`config.mk`:
```
export PLATFORM = sky130hd
export DESIGN_NAME = telltale_crc_alive_monitor_top
export DESIGN_NICKNAME = d
export VERILOG_FILES = /design/src/rtl/core/tcrc_pkg.sv /design/src/rtl/core/tcrc_cfg_regs.sv /design/src/rtl/core/tcrc_core.sv /design/src/rtl/core/telltale_crc_alive_monitor_top.sv
export SDC_FILE = /design/constraint.sdc
export NUM_CORES = 2
export LEC_CHECK = 0
export ABC_AREA = 1
export BUFFER_PORTS_ARGS = -buffer_cell sky130_fd_sc_hd__buf_2
export CORE_UTILIZATION = 55
export CTS_CLUSTER_DIAMETER = 100
export CTS_CLUSTER_SIZE = 24
export DETAILED_ROUTE_END_ITERATION = 12
export GPL_TIMING_DRIVEN = 0
export PLACE_DENSITY_LB_ADDON = 0.08
export SETUP_SLACK_MARGIN = 0.02
export SLEW_MARGIN = 30
export SYNTH_ARGS = -nofsm -noshare
export SYNTH_HDL_FRONTEND = slang
export SYNTH_HIERARCHICAL = 1
export SYNTH_SLANG_ARGS = --single-unit
```
`constraint.sdc`:
```
create_clock -name clk -period 16.1 [get_ports clk]
set_clock_uncertainty 0.05 [all_clocks]
set_input_delay 1.61 -clock clk [delete_from_list [all_inputs] [get_ports clk]]
set_output_delay 1.61 -clock clk [all_outputs]
set_load 0.03 [all_outputs]
```
`src/rtl/core/tcrc_pkg.sv`:
```
`default_nettype none
package tcrc_pkg;

  localparam int LAMP_COUNT = 16;
  localparam int CFG_ADDR_W = 5;

  localparam logic [15:0] MASK_TICKS_RST    = 16'd50;
  localparam logic [15:0] ALIVE_RELOAD_RST  = 16'd10;
  localparam logic [15:0] ALIVE_EXPIRED_RST = 16'd0;
  localparam logic [15:0] CRC_RELOAD_RST    = 16'd10;
  localparam logic [15:0] CRC_EXPIRED_RST   = 16'd0;

  localparam logic [2:0] REG_MASK_TICKS    = 3'd0;
  localparam logic [2:0] REG_ALIVE_RELOAD  = 3'd1;
  localparam logic [2:0] REG_ALIVE_EXPIRED = 3'd2;
  localparam logic [2:0] REG_CRC_RELOAD    = 3'd3;
  localparam logic [2:0] REG_CRC_EXPIRED   = 3'd4;

  localparam logic [1:0] KIND_STEADY = 2'd1;
  localparam logic [1:0] KIND_BLINK  = 2'd2;

  typedef enum logic [1:0] {
    CMD_ALIVE = 2'd0,
    CMD_CRC   = 2'd1,
    CMD_TICK  = 2'd2,
    CMD_CHECK = 2'd3
  } cmd_t;

  typedef enum logic [1:0] {
    BL_OK       = 2'd0,
    BL_OFF_WAIT = 2'd1,
    BL_ON_WAIT  = 2'd2,
    BL_BOTH_BAD = 2'd3
  } blink_state_t;

  typedef struct packed {
    cmd_t        command;
    logic [31:0] alive_value;
    logic [3:0]  lamp_index;
    logic [31:0] crc_reading;
    logic        power_ready;
    logic [1:0]  request_kind;
    logic [31:0] expected_crc;
    logic [7:0]  blink_period;
    logic        last_lamp;
  } item_t;

  typedef struct packed {
    logic masked;
    logic alive_fail;
    logic lamp_mismatch;
    logic lamp_expired;
    logic crc_fail_action;
  } result_t;

  typedef struct packed {
    logic [15:0] mask_ticks;
    logic [15:0] alive_reload;
    logic [15:0] alive_expired;
    logic [15:0] crc_reload;
    logic [15:0] crc_expired;
  } cfg_t;

  function automatic logic [15:0] debounce_next(input logic [15:0] cur, input logic good,
                                                input logic [15:0] reload,
                                                input logic [15:0] floor_v);
    logic [15:0] r;
    if (good) begin
      r = reload;
    end else if (cur > reload) begin
      r = reload - 16'd1;
    end else if (cur > floor_v) begin
      r = cur - 16'd1;
    end else begin
      r = floor_v;
    end
    return r;
  endfunction

endpackage
`default_nettype wire

```
`src/rtl/core/tcrc_cfg_regs.sv`:
```
`default_nettype none
module tcrc_cfg_regs (
  input  wire logic                            clk,
  input  wire logic                            rst,
  input  wire logic                            psel,
  input  wire logic                            penable,
  input  wire logic                            pwrite,
  input  wire logic [tcrc_pkg::CFG_ADDR_W-1:0] paddr,
  input  wire logic [31:0]                     pwdata,
  output logic [31:0]                          prdata,
  output tcrc_pkg::cfg_t                       cfg
);

  logic       wr;
  logic [2:0] idx;

  assign wr  = psel && penable && pwrite;
  assign idx = paddr[4:2];

  always_ff @(posedge clk) begin
    if (rst) begin
      cfg.mask_ticks    <= tcrc_pkg::MASK_TICKS_RST;
      cfg.alive_reload  <= tcrc_pkg::ALIVE_RELOAD_RST;
      cfg.alive_expired <= tcrc_pkg::ALIVE_EXPIRED_RST;
      cfg.crc_reload    <= tcrc_pkg::CRC_RELOAD_RST;
      cfg.crc_expired   <= tcrc_pkg::CRC_EXPIRED_RST;
    end else if (wr) begin
      case (idx)
        tcrc_pkg::REG_MASK_TICKS:    cfg.mask_ticks    <= pwdata[15:0];
        tcrc_pkg::REG_ALIVE_RELOAD:  cfg.alive_reload  <= pwdata[15:0];
        tcrc_pkg::REG_ALIVE_EXPIRED: cfg.alive_expired <= pwdata[15:0];
        tcrc_pkg::REG_CRC_RELOAD:    cfg.crc_reload    <= pwdata[15:0];
        tcrc_pkg::REG_CRC_EXPIRED:   cfg.crc_expired   <= pwdata[15:0];
        default: ;
      endcase
    end
  end

  always_comb begin
    case (idx)
      tcrc_pkg::REG_MASK_TICKS:    prdata = {16'd0, cfg.mask_ticks};
      tcrc_pkg::REG_ALIVE_RELOAD:  prdata = {16'd0, cfg.alive_reload};
      tcrc_pkg::REG_ALIVE_EXPIRED: prdata = {16'd0, cfg.alive_expired};
      tcrc_pkg::REG_CRC_RELOAD:    prdata = {16'd0, cfg.crc_reload};
      tcrc_pkg::REG_CRC_EXPIRED:   prdata = {16'd0, cfg.crc_expired};
      default:                     prdata = 32'd0;
    endcase
  end

endmodule
`default_nettype wire

```
`src/rtl/core/tcrc_core.sv`:
```
`default_nettype none
module tcrc_core (
  input  wire logic             clk,
  input  wire logic             rst,
  input  wire logic             step,
  input  wire tcrc_pkg::item_t  item,
  input  wire tcrc_pkg::cfg_t   cfg,
  output tcrc_pkg::result_t     res
);

  logic [15:0] mask_count, mask_count_next;
  logic        checks_enabled, checks_enabled_next;
  logic [31:0] alive_previous, alive_previous_next;
  logic [31:0] alive_current, alive_current_next;
  logic [15:0] alive_debounce, alive_debounce_next;
  logic        tick_any_expired, tick_any_expired_next;

  logic [31:0]            lamp_crc_store [tcrc_pkg::LAMP_COUNT];
  logic [7:0]             blink_phase    [tcrc_pkg::LAMP_COUNT];
  tcrc_pkg::blink_state_t blink_state    [tcrc_pkg::LAMP_COUNT];
  logic [15:0]            lamp_debounce  [tcrc_pkg::LAMP_COUNT];

  logic                   do_clear;
  logic                   crc_wr;
  logic                   lamp_wr;
  logic                   in_range;
  logic [3:0]             idx;
  logic [31:0]            seen;
  logic [31:0]            want;
  logic [7:0]             phase_cur;
  tcrc_pkg::blink_state_t st_cur;
  tcrc_pkg::blink_state_t st_blink;
  tcrc_pkg::blink_state_t st_new;
  logic [7:0]             phase_blink;
  logic [7:0]             phase_new;
  logic                   good;
  logic [15:0]            deb_new;

  assign idx       = item.lamp_index;
  assign in_range  = int'(idx) < tcrc_pkg::LAMP_COUNT;
  assign seen      = lamp_crc_store[idx];
  assign phase_cur = blink_phase[idx];
  assign st_cur    = blink_state[idx];
  assign want      = (phase_cur < (item.blink_period >> 1)) ? item.expected_crc : 32'd0;

  // blink on/off phase machine
  always_comb begin
    st_blink = st_cur;
    case (st_cur)
      tcrc_pkg::BL_OK: begin
        if (seen != want) st_blink = tcrc_pkg::BL_BOTH_BAD;
      end
      tcrc_pkg::BL_OFF_WAIT: begin
        if (want == 32'd0 && seen == want) st_blink = tcrc_pkg::BL_OK;
      end
      tcrc_pkg::BL_ON_WAIT: begin
        if (want == item.expected_crc && seen == want) st_blink = tcrc_pkg::BL_OK;
      end
      default: begin
        if (seen == want) begin
          st_blink = (want == 32'd0) ? tcrc_pkg::BL_ON_WAIT : tcrc_pkg::BL_OFF_WAIT;
        end
      end
    endcase
    if (item.blink_period == 8'd0 || phase_cur >= item.blink_period - 8'd1) begin
      phase_blink = 8'd0;
    end else begin
      phase_blink = phase_cur + 8'd1;
    end
  end

  always_comb begin
    case (item.request_kind)
      tcrc_pkg::KIND_STEADY: begin
        good      = (seen == item.expected_crc);
        st_new    = tcrc_pkg::BL_OK;
        phase_new = 8'd0;
      end
      tcrc_pkg::KIND_BLINK: begin
        good      = (st_blink == tcrc_pkg::BL_OK);
        st_new    = st_blink;
        phase_new = phase_blink;
      end
      default: begin
        good      = 1'b1;
        st_new    = tcrc_pkg::BL_OK;
        phase_new = 8'd0;
      end
    endcase
    deb_new = tcrc_pkg::debounce_next(lamp_debounce[idx], good, cfg.crc_reload,
                                      cfg.crc_expired);
  end

  always_comb begin
    mask_count_next       = mask_count;
    checks_enabled_next   = checks_enabled;
    alive_previous_next   = alive_previous;
    alive_current_next    = alive_current;
    alive_debounce_next   = alive_debounce;
    tick_any_expired_next = tick_any_expired;
    do_clear              = 1'b0;
    crc_wr                = 1'b0;
    lamp_wr               = 1'b0;
    res                   = '0;
    case (item.command)
      tcrc_pkg::CMD_ALIVE: begin
        alive_current_next = item.alive_value;
      end
      tcrc_pkg::CMD_CRC: begin
        crc_wr = in_range;
      end
      tcrc_pkg::CMD_TICK: begin
        if (!item.power_ready || mask_count < cfg.mask_ticks) begin
          do_clear   = 1'b1;
          res.masked = 1'b1;
          if (!item.power_ready) begin
            mask_count_next = 16'd0;
          end else if (mask_count != 16'hFFFF) begin
            mask_count_next = mask_count + 16'd1;
          end
          alive_previous_next   = '1;
          alive_debounce_next   = cfg.alive_reload;
          checks_enabled_next   = 1'b0;
          tick_any_expired_next = 1'b0;
        end else begin
          alive_debounce_next   = tcrc_pkg::debounce_next(alive_debounce,
                                    alive_previous != alive_current,
                                    cfg.alive_reload, cfg.alive_expired);
          alive_previous_next   = alive_current;
          res.alive_fail        = (alive_debounce_next == cfg.alive_expired);
          checks_enabled_next   = 1'b1;
          tick_any_expired_next = 1'b0;
          mask_count_next       = cfg.mask_ticks;
        end
      end
      default: begin
        if (checks_enabled) begin
          if (in_range) begin
            lamp_wr           = 1'b1;
            res.lamp_mismatch = !good;
            if (deb_new == cfg.crc_expired) begin
              res.lamp_expired      = 1'b1;
              tick_any_expired_next = 1'b1;
            end
          end
          res.crc_fail_action = item.last_lamp && tick_any_expired_next;
        end
      end
    endcase
  end

  always_ff @(posedge clk) begin
    if (rst) begin
      mask_count       <= 16'd0;
      checks_enabled   <= 1'b0;
      alive_previous   <= '1;
      alive_current    <= '1;
      alive_debounce   <= tcrc_pkg::ALIVE_RELOAD_RST;
      tick_any_expired <= 1'b0;
      for (int i = 0; i < tcrc_pkg::LAMP_COUNT; i++) begin
        lamp_crc_store[i] <= '1;
        blink_phase[i]    <= 8'd0;
        blink_state[i]    <= tcrc_pkg::BL_OK;
        lamp_debounce[i]  <= tcrc_pkg::CRC_RELOAD_RST;
      end
    end else if (step) begin
      mask_count       <= mask_count_next;
      checks_enabled   <= checks_enabled_next;
      alive_previous   <= alive_previous_next;
      alive_current    <= alive_current_next;
      alive_debounce   <= alive_debounce_next;
      tick_any_expired <= tick_any_expired_next;
      if (do_clear) begin
        for (int i = 0; i < tcrc_pkg::LAMP_COUNT; i++) begin
          lamp_crc_store[i] <= '1;
          blink_phase[i]    <= 8'd0;
          blink_state[i]    <= tcrc_pkg::BL_OK;
          lamp_debounce[i]  <= cfg.crc_reload;
        end
      end else begin
        if (crc_wr) lamp_crc_store[idx] <= item.crc_reading;
        if (lamp_wr) begin
          blink_phase[idx]   <= phase_new;
          blink_state[idx]   <= st_new;
          lamp_debounce[idx] <= deb_new;
        end
      end
    end
  end

endmodule
`default_nettype wire

```
`src/rtl/core/telltale_crc_alive_monitor_top.sv`:
```
// an accepted transaction waits in the input register, its result in the result register
// throughput: one transaction per cycle while out_ready is high, set by the core update
// stalls: the input register and the result register each hold one transaction
// reset: synchronous, active high; all state but the input and result data words resets
`default_nettype none
module telltale_crc_alive_monitor_top (
  input  wire logic                            clk,
  input  wire logic                            rst,
  input  wire logic                            psel,
  input  wire logic                            penable,
  input  wire logic                            pwrite,
  input  wire logic [tcrc_pkg::CFG_ADDR_W-1:0] paddr,
  input  wire logic [31:0]                     pwdata,
  output logic [31:0]                          prdata,
  output logic                                 pready,
  input  wire logic                            in_valid,
  output logic                                 in_ready,
  input  wire logic [1:0]                      command,
  input  wire logic [31:0]                     alive_value,
  input  wire logic [3:0]                      lamp_index,
  input  wire logic [31:0]                     crc_reading,
  input  wire logic                            power_ready,
  input  wire logic [1:0]                      request_kind,
  input  wire logic [31:0]                     expected_crc,
  input  wire logic [7:0]                      blink_period,
  input  wire logic                            last_lamp,
  output logic                                 out_valid,
  input  wire logic                            out_ready,
  output logic                                 masked,
  output logic                                 alive_fail,
  output logic                                 lamp_mismatch,
  output logic                                 lamp_expired,
  output logic                                 crc_fail_action
);

  tcrc_pkg::cfg_t    cfg;
  tcrc_pkg::item_t   item_d;
  tcrc_pkg::item_t   item_q;
  tcrc_pkg::result_t res_d;
  tcrc_pkg::result_t res_q;
  logic              item_valid;
  logic              advance;

  assign pready = 1'b1;

  tcrc_cfg_regs u_cfg (
    .clk     (clk),
    .rst     (rst),
    .psel    (psel),
    .penable (penable),
    .pwrite  (pwrite),
    .paddr   (paddr),
    .pwdata  (pwdata),
    .prdata  (prdata),
    .cfg     (cfg)
  );

  assign item_d.command      = tcrc_pkg::cmd_t'(command);
  assign item_d.alive_value  = alive_value;
  assign item_d.lamp_index   = lamp_index;
  assign item_d.crc_reading  = crc_reading;
  assign item_d.power_ready  = power_ready;
  assign item_d.request_kind = request_kind;
  assign item_d.expected_crc = expected_crc;
  assign item_d.blink_period = blink_period;
  assign item_d.last_lamp    = last_lamp;

  assign advance  = item_valid && (!out_valid || out_ready);
  assign in_ready = !item_valid || advance;

  always_ff @(posedge clk) begin
    if (rst) begin
      item_valid <= 1'b0;
    end else if (in_ready) begin
      item_valid <= in_valid;
    end
  end

  always_ff @(posedge clk) begin
    if (in_valid && in_ready) item_q <= item_d;
  end

  tcrc_core u_core (
    .clk  (clk),
    .rst  (rst),
    .step (advance),
    .item (item_q),
    .cfg  (cfg),
    .res  (res_d)
  );

  always_ff @(posedge clk) begin
    if (rst) begin
      out_valid <= 1'b0;
    end else if (advance) begin
      out_valid <= 1'b1;
    end else if (out_ready) begin
      out_valid <= 1'b0;
    end
  end

  always_ff @(posedge clk) begin
    if (advance) res_q <= res_d;
  end

  assign masked          = res_q.masked;
  assign alive_fail      = res_q.alive_fail;
  assign lamp_mismatch   = res_q.lamp_mismatch;
  assign lamp_expired    = res_q.lamp_expired;
  assign crc_fail_action = res_q.crc_fail_action;

`ifndef SYNTHESIS
  a_masked_alone: assert property (@(posedge clk) disable iff (rst)
    out_valid && masked |-> !alive_fail && !lamp_mismatch && !lamp_expired && !crc_fail_action)
    else $error("masked result carries other flags");

  a_alive_alone: assert property (@(posedge clk) disable iff (rst)
    out_valid && alive_fail |-> !lamp_mismatch && !lamp_expired && !crc_fail_action)
    else $error("alive failure mixed with lamp flags");

  a_item_held: assert property (@(posedge clk) disable iff (rst)
    item_valid && !advance |=> item_valid && $stable(item_q))
    else $error("stalled input register lost its transaction");
`endif

endmodule
`default_nettype wire

```
==> results.sh <==
export IMPL_grt_max_degree=78
export IMPL_yosysSeqAreaShare_pct=60.0
export IMPL_synthCells=5950
export IMPL_dp_cells=7542
export IMPL_via_count=48600
export IMPL_fin_cells=7633
export IMPL_clk_path_buf_depth=3
export IMPL_place_ws_ns=8.21
export IMPL_status="complete, no violations"
export IMPL_p_leak_uw=0.0225
export IMPL_hold_viol=0
export IMPL_fin_crit_ns=8.33
export IMPL_setup_viol=0
export IMPL_dieArea_sq_um=108000
export IMPL_timing_setup_tns_ns=0
export IMPL_crit_fanout=10
export IMPL_viasPerCell=6.37
export IMPL_routedWlPerCell_um=27.6
export IMPL_layout_common_cells="nand2_1, edfxtp_1, nor2_1"
export IMPL_rsz0062_at_grt="no"
export IMPL_critPathTopFamily="buffers and inverters"
export IMPL_met3_length_mm=30.7
export IMPL_ios=198
export IMPL_antenna_found_initial=0
export IMPL_worst_slack_ns=7.77
export IMPL_syn_to_final_growth_pct=8.69
export IMPL_ctsResizeCount=0
export IMPL_min_delay_start="item_q[94]"
export IMPL_holdPathEnd="u_core/alive_current[14]"
export IMPL_routed_wl_mm=211
export IMPL_ant_nets=0
export IMPL_cts_hold_buf=0
export IMPL_cts_sinks=1227
export IMPL_coreArea_sq_um=105000
export IMPL_cp_num_cells=40
export IMPL_stdcell_area_sq_um=63500
export IMPL_critPathMaxStageDelay_ns=0.67
export IMPL_htreeDepth=2
export IMPL_slew_headroom_pct=23.0
export IMPL_slowest_stage="buf_1"
export IMPL_yosys_most_used_dff="edfxtp_1"
export IMPL_worstPathArrival_ns=8.88
export IMPL_p_total_uw=6230
export IMPL_avgSynthCellArea_sq_um=9.82
export IMPL_grt_use_total_pct=38.4
export IMPL_synth_seq_cells=1227
export IMPL_post_cts_buffers=0
export IMPL_gp_congestion=0.965
export IMPL_hold_depth=2
export IMPL_firstDrtPassIters=8
export IMPL_yosys_warnings=6
export IMPL_gr_total_overflow=0
export IMPL_synth_async_reset_ratio_pct=0
export IMPL_worstSkewPairLatency_ns=0.74
export IMPL_worstMarginPinSlew_ns=1.15
export IMPL_synthesis_area_sq_um=58400
export IMPL_yosysUniqueCellTypes=63
export IMPL_route_met2_wl_mm=89.5
export IMPL_worstPathRequired_ns=16.65
export IMPL_drt_iter0_drc=7385
export IMPL_rr_startpoint="item_q[77]"
export IMPL_cts_root_buf="clkbuf_16"
export IMPL_m1WireLength_mm=79.3
export IMPL_start_kind="register"
export IMPL_path_clk_slew_ns=0.10
export IMPL_nets=6473
export IMPL_top_layer="met4"
export IMPL_max_cap_violations=0
export IMPL_drcViolationCount=0
export IMPL_hpwlAfterDp_mm=142
export IMPL_rrSetupSlack_ns=7.77
export IMPL_die_width_um=328
export IMPL_cp_common_cell="nand2_1"
export IMPL_n_antenna_cell=0
export IMPL_multi_input_area_sq_um=20500
export IMPL_place_area_sq_um=61800
export IMPL_pwr_density_cell_nw_per_um2=98.1
export IMPL_n_fill_cell=9016
export IMPL_synth_edf_count=1047
export IMPL_ff2ff_path_depth=40
export IMPL_die_h_um=328
export IMPL_seq_area_sq_um=35000
export IMPL_grt_pass1_wl_mm=298
export IMPL_drive_above_1_share_pct=8.03
export IMPL_portBuffers=161
export IMPL_worst_path_buf_inv=12
export IMPL_layout_commonest_cell="nand2_1"
export IMPL_grt_pass1_vias=44500
export IMPL_crit_type="register to register"
export IMPL_ir_worst_vdd_v=0.000122
export IMPL_reg2reg_to="crc_fail_action"
export IMPL_drv_slew=0
export IMPL_cts_buffers=58
export IMPL_endpoint_kind="register"
export IMPL_fmax_ghz=0.120
export IMPL_tritoncts="done"
export IMPL_start_util_pct=55.5
export IMPL_hold_path_class="register to register"
export IMPL_period_share_pct=51.8
export IMPL_rows=119
-- worst max-delay path by stage --
stage / startpoint / endpoint
finish: item_q[77] / crc_fail_action
global route: item_q[77] / lamp_expired
CTS: item_q[77] / crc_fail_action
detailed placement: item_q[77] / crc_fail_action
global placement: item_q[76] / crc_fail_action
floorplan: item_q[77] / crc_fail_action
-- state kept, by name, summed over array words and instances (netlist names) --
signal / cells
u_core/lamp_crc_store: 512
u_core/lamp_debounce: 256
u_core/blink_phase: 128
item_q: 114
u_cfg/cfg: 80
u_core/alive_current: 32
u_core/alive_previous: 32
u_core/blink_state: 32
u_core/alive_debounce: 16
u_core/mask_count: 16
alive_fail: 1
crc_fail_action: 1
item_valid: 1
lamp_expired: 1
lamp_mismatch: 1
masked: 1
out_valid: 1
u_core/checks_enabled: 1
u_core/tick_any_expired: 1
-- where the power goes --
| part | internal, uW | switching (uW) |
|---|---|---|
| Clock | 695 | 1020 |
| Sequential | 3520 | 39.9 |
| Combinational | 251 | 700 |
-- cell type report --
class	count	share of cell area (%)
Buffer	415	3.08
Clock buffer	83	2.50
Clock inverter	7	0.124
Inverter	330	1.96
Multi-Input combinational cell	3993	32.3
Sequential cell	1227	55.2
Tap cell	1391	2.74
Timing Repair Buffer	187	2.08
-- worst reg2reg max path: cells and delay by family, from the launching register on --
family / cells / cell delay [ns]
AND/OR/NAND/NOR: 23 / 2.98
adder cells (fa/ha/maj): 1 / 0.30
buffers and inverters: 12 / 3.45
AO/OA/AOI/OAI: 4 / 1.04
flip-flops: 1 / 0.38
-- cell usage after synthesis, types with 4 or more instances --
| master | number | area, sq um |
|---|---|---|
| ha_1 | 103 | 1290 |
| nand3_2 | 7 | 70.1 |
| inv_1 | 309 | 1160 |
| buf_6 | 21 | 236 |
| edfxtp_1 | 1047 | 31400 |
| clkinv_1 | 8 | 30.0 |
| or2_2 | 7 | 43.8 |
| or4_1 | 7 | 52.6 |
| o211ai_1 | 11 | 82.6 |
| nor2_1 | 519 | 1950 |
| nand2_2 | 7 | 43.8 |
| a211oi_1 | 6 | 45.0 |
| nor2_4 | 5 | 56.3 |
| a22oi_1 | 460 | 3450 |
| buf_4 | 37 | 278 |
| inv_2 | 13 | 48.8 |
| buf_1 | 34 | 128 |
| o22ai_1 | 59 | 369 |
| a31oi_1 | 6 | 37.5 |
| o21ai_0 | 326 | 1630 |
| clkbuf_1 | 256 | 961 |
| nor2_2 | 14 | 87.6 |
| a221oi_1 | 4 | 35.0 |
| nand3_1 | 249 | 1250 |
| a21oi_1 | 131 | 656 |
| xnor2_1 | 29 | 254 |
| dfxtp_1 | 180 | 3600 |
| xor2_1 | 87 | 762 |
| o2111ai_1 | 4 | 35.0 |
| o21a_1 | 7 | 52.6 |
| nand3b_1 | 10 | 75.1 |
| nor4_1 | 23 | 144 |
| nor3_1 | 31 | 155 |
| o221ai_1 | 25 | 219 |
| nand4_1 | 104 | 651 |
| nand2_1 | 1700 | 6380 |
| buf_2 | 67 | 335 |
-- cell families (layout without fill, tap and decap cells) --
group,after synthesis,count (layout),synth area share (%)
fa+ha+maj,103,103,2.21
simple gates,2697,2697,19.0
flops,1227,1227,60.0
buf+inv,745,1022,5.44
compound gates,1060,1060,11.6
xor+xnor,116,116,1.74
other cells,2,17,0.0129
-- metrics by stage --
stage,hold slack [ns],utilization (%)
finish,0.426,60.3
global placement,0.393,58.0
CTS,0.428,60.3
floorplan,0.385,-
detailed placement,0.406,58.7
global route,0.449,60.3
-- per-layer routing --
| layer | track usage (%) | up-vias |
|---|---|---|
| met5 | 0 | - |
| met1 | 52.6 | 23200 |
| li1 | - | 21200 |
| met3 | 10.6 | 619 |
| met4 | 18.4 | 0 |
| met2 | 56.6 | 3583 |
Power figures use the tool's default switching activity.
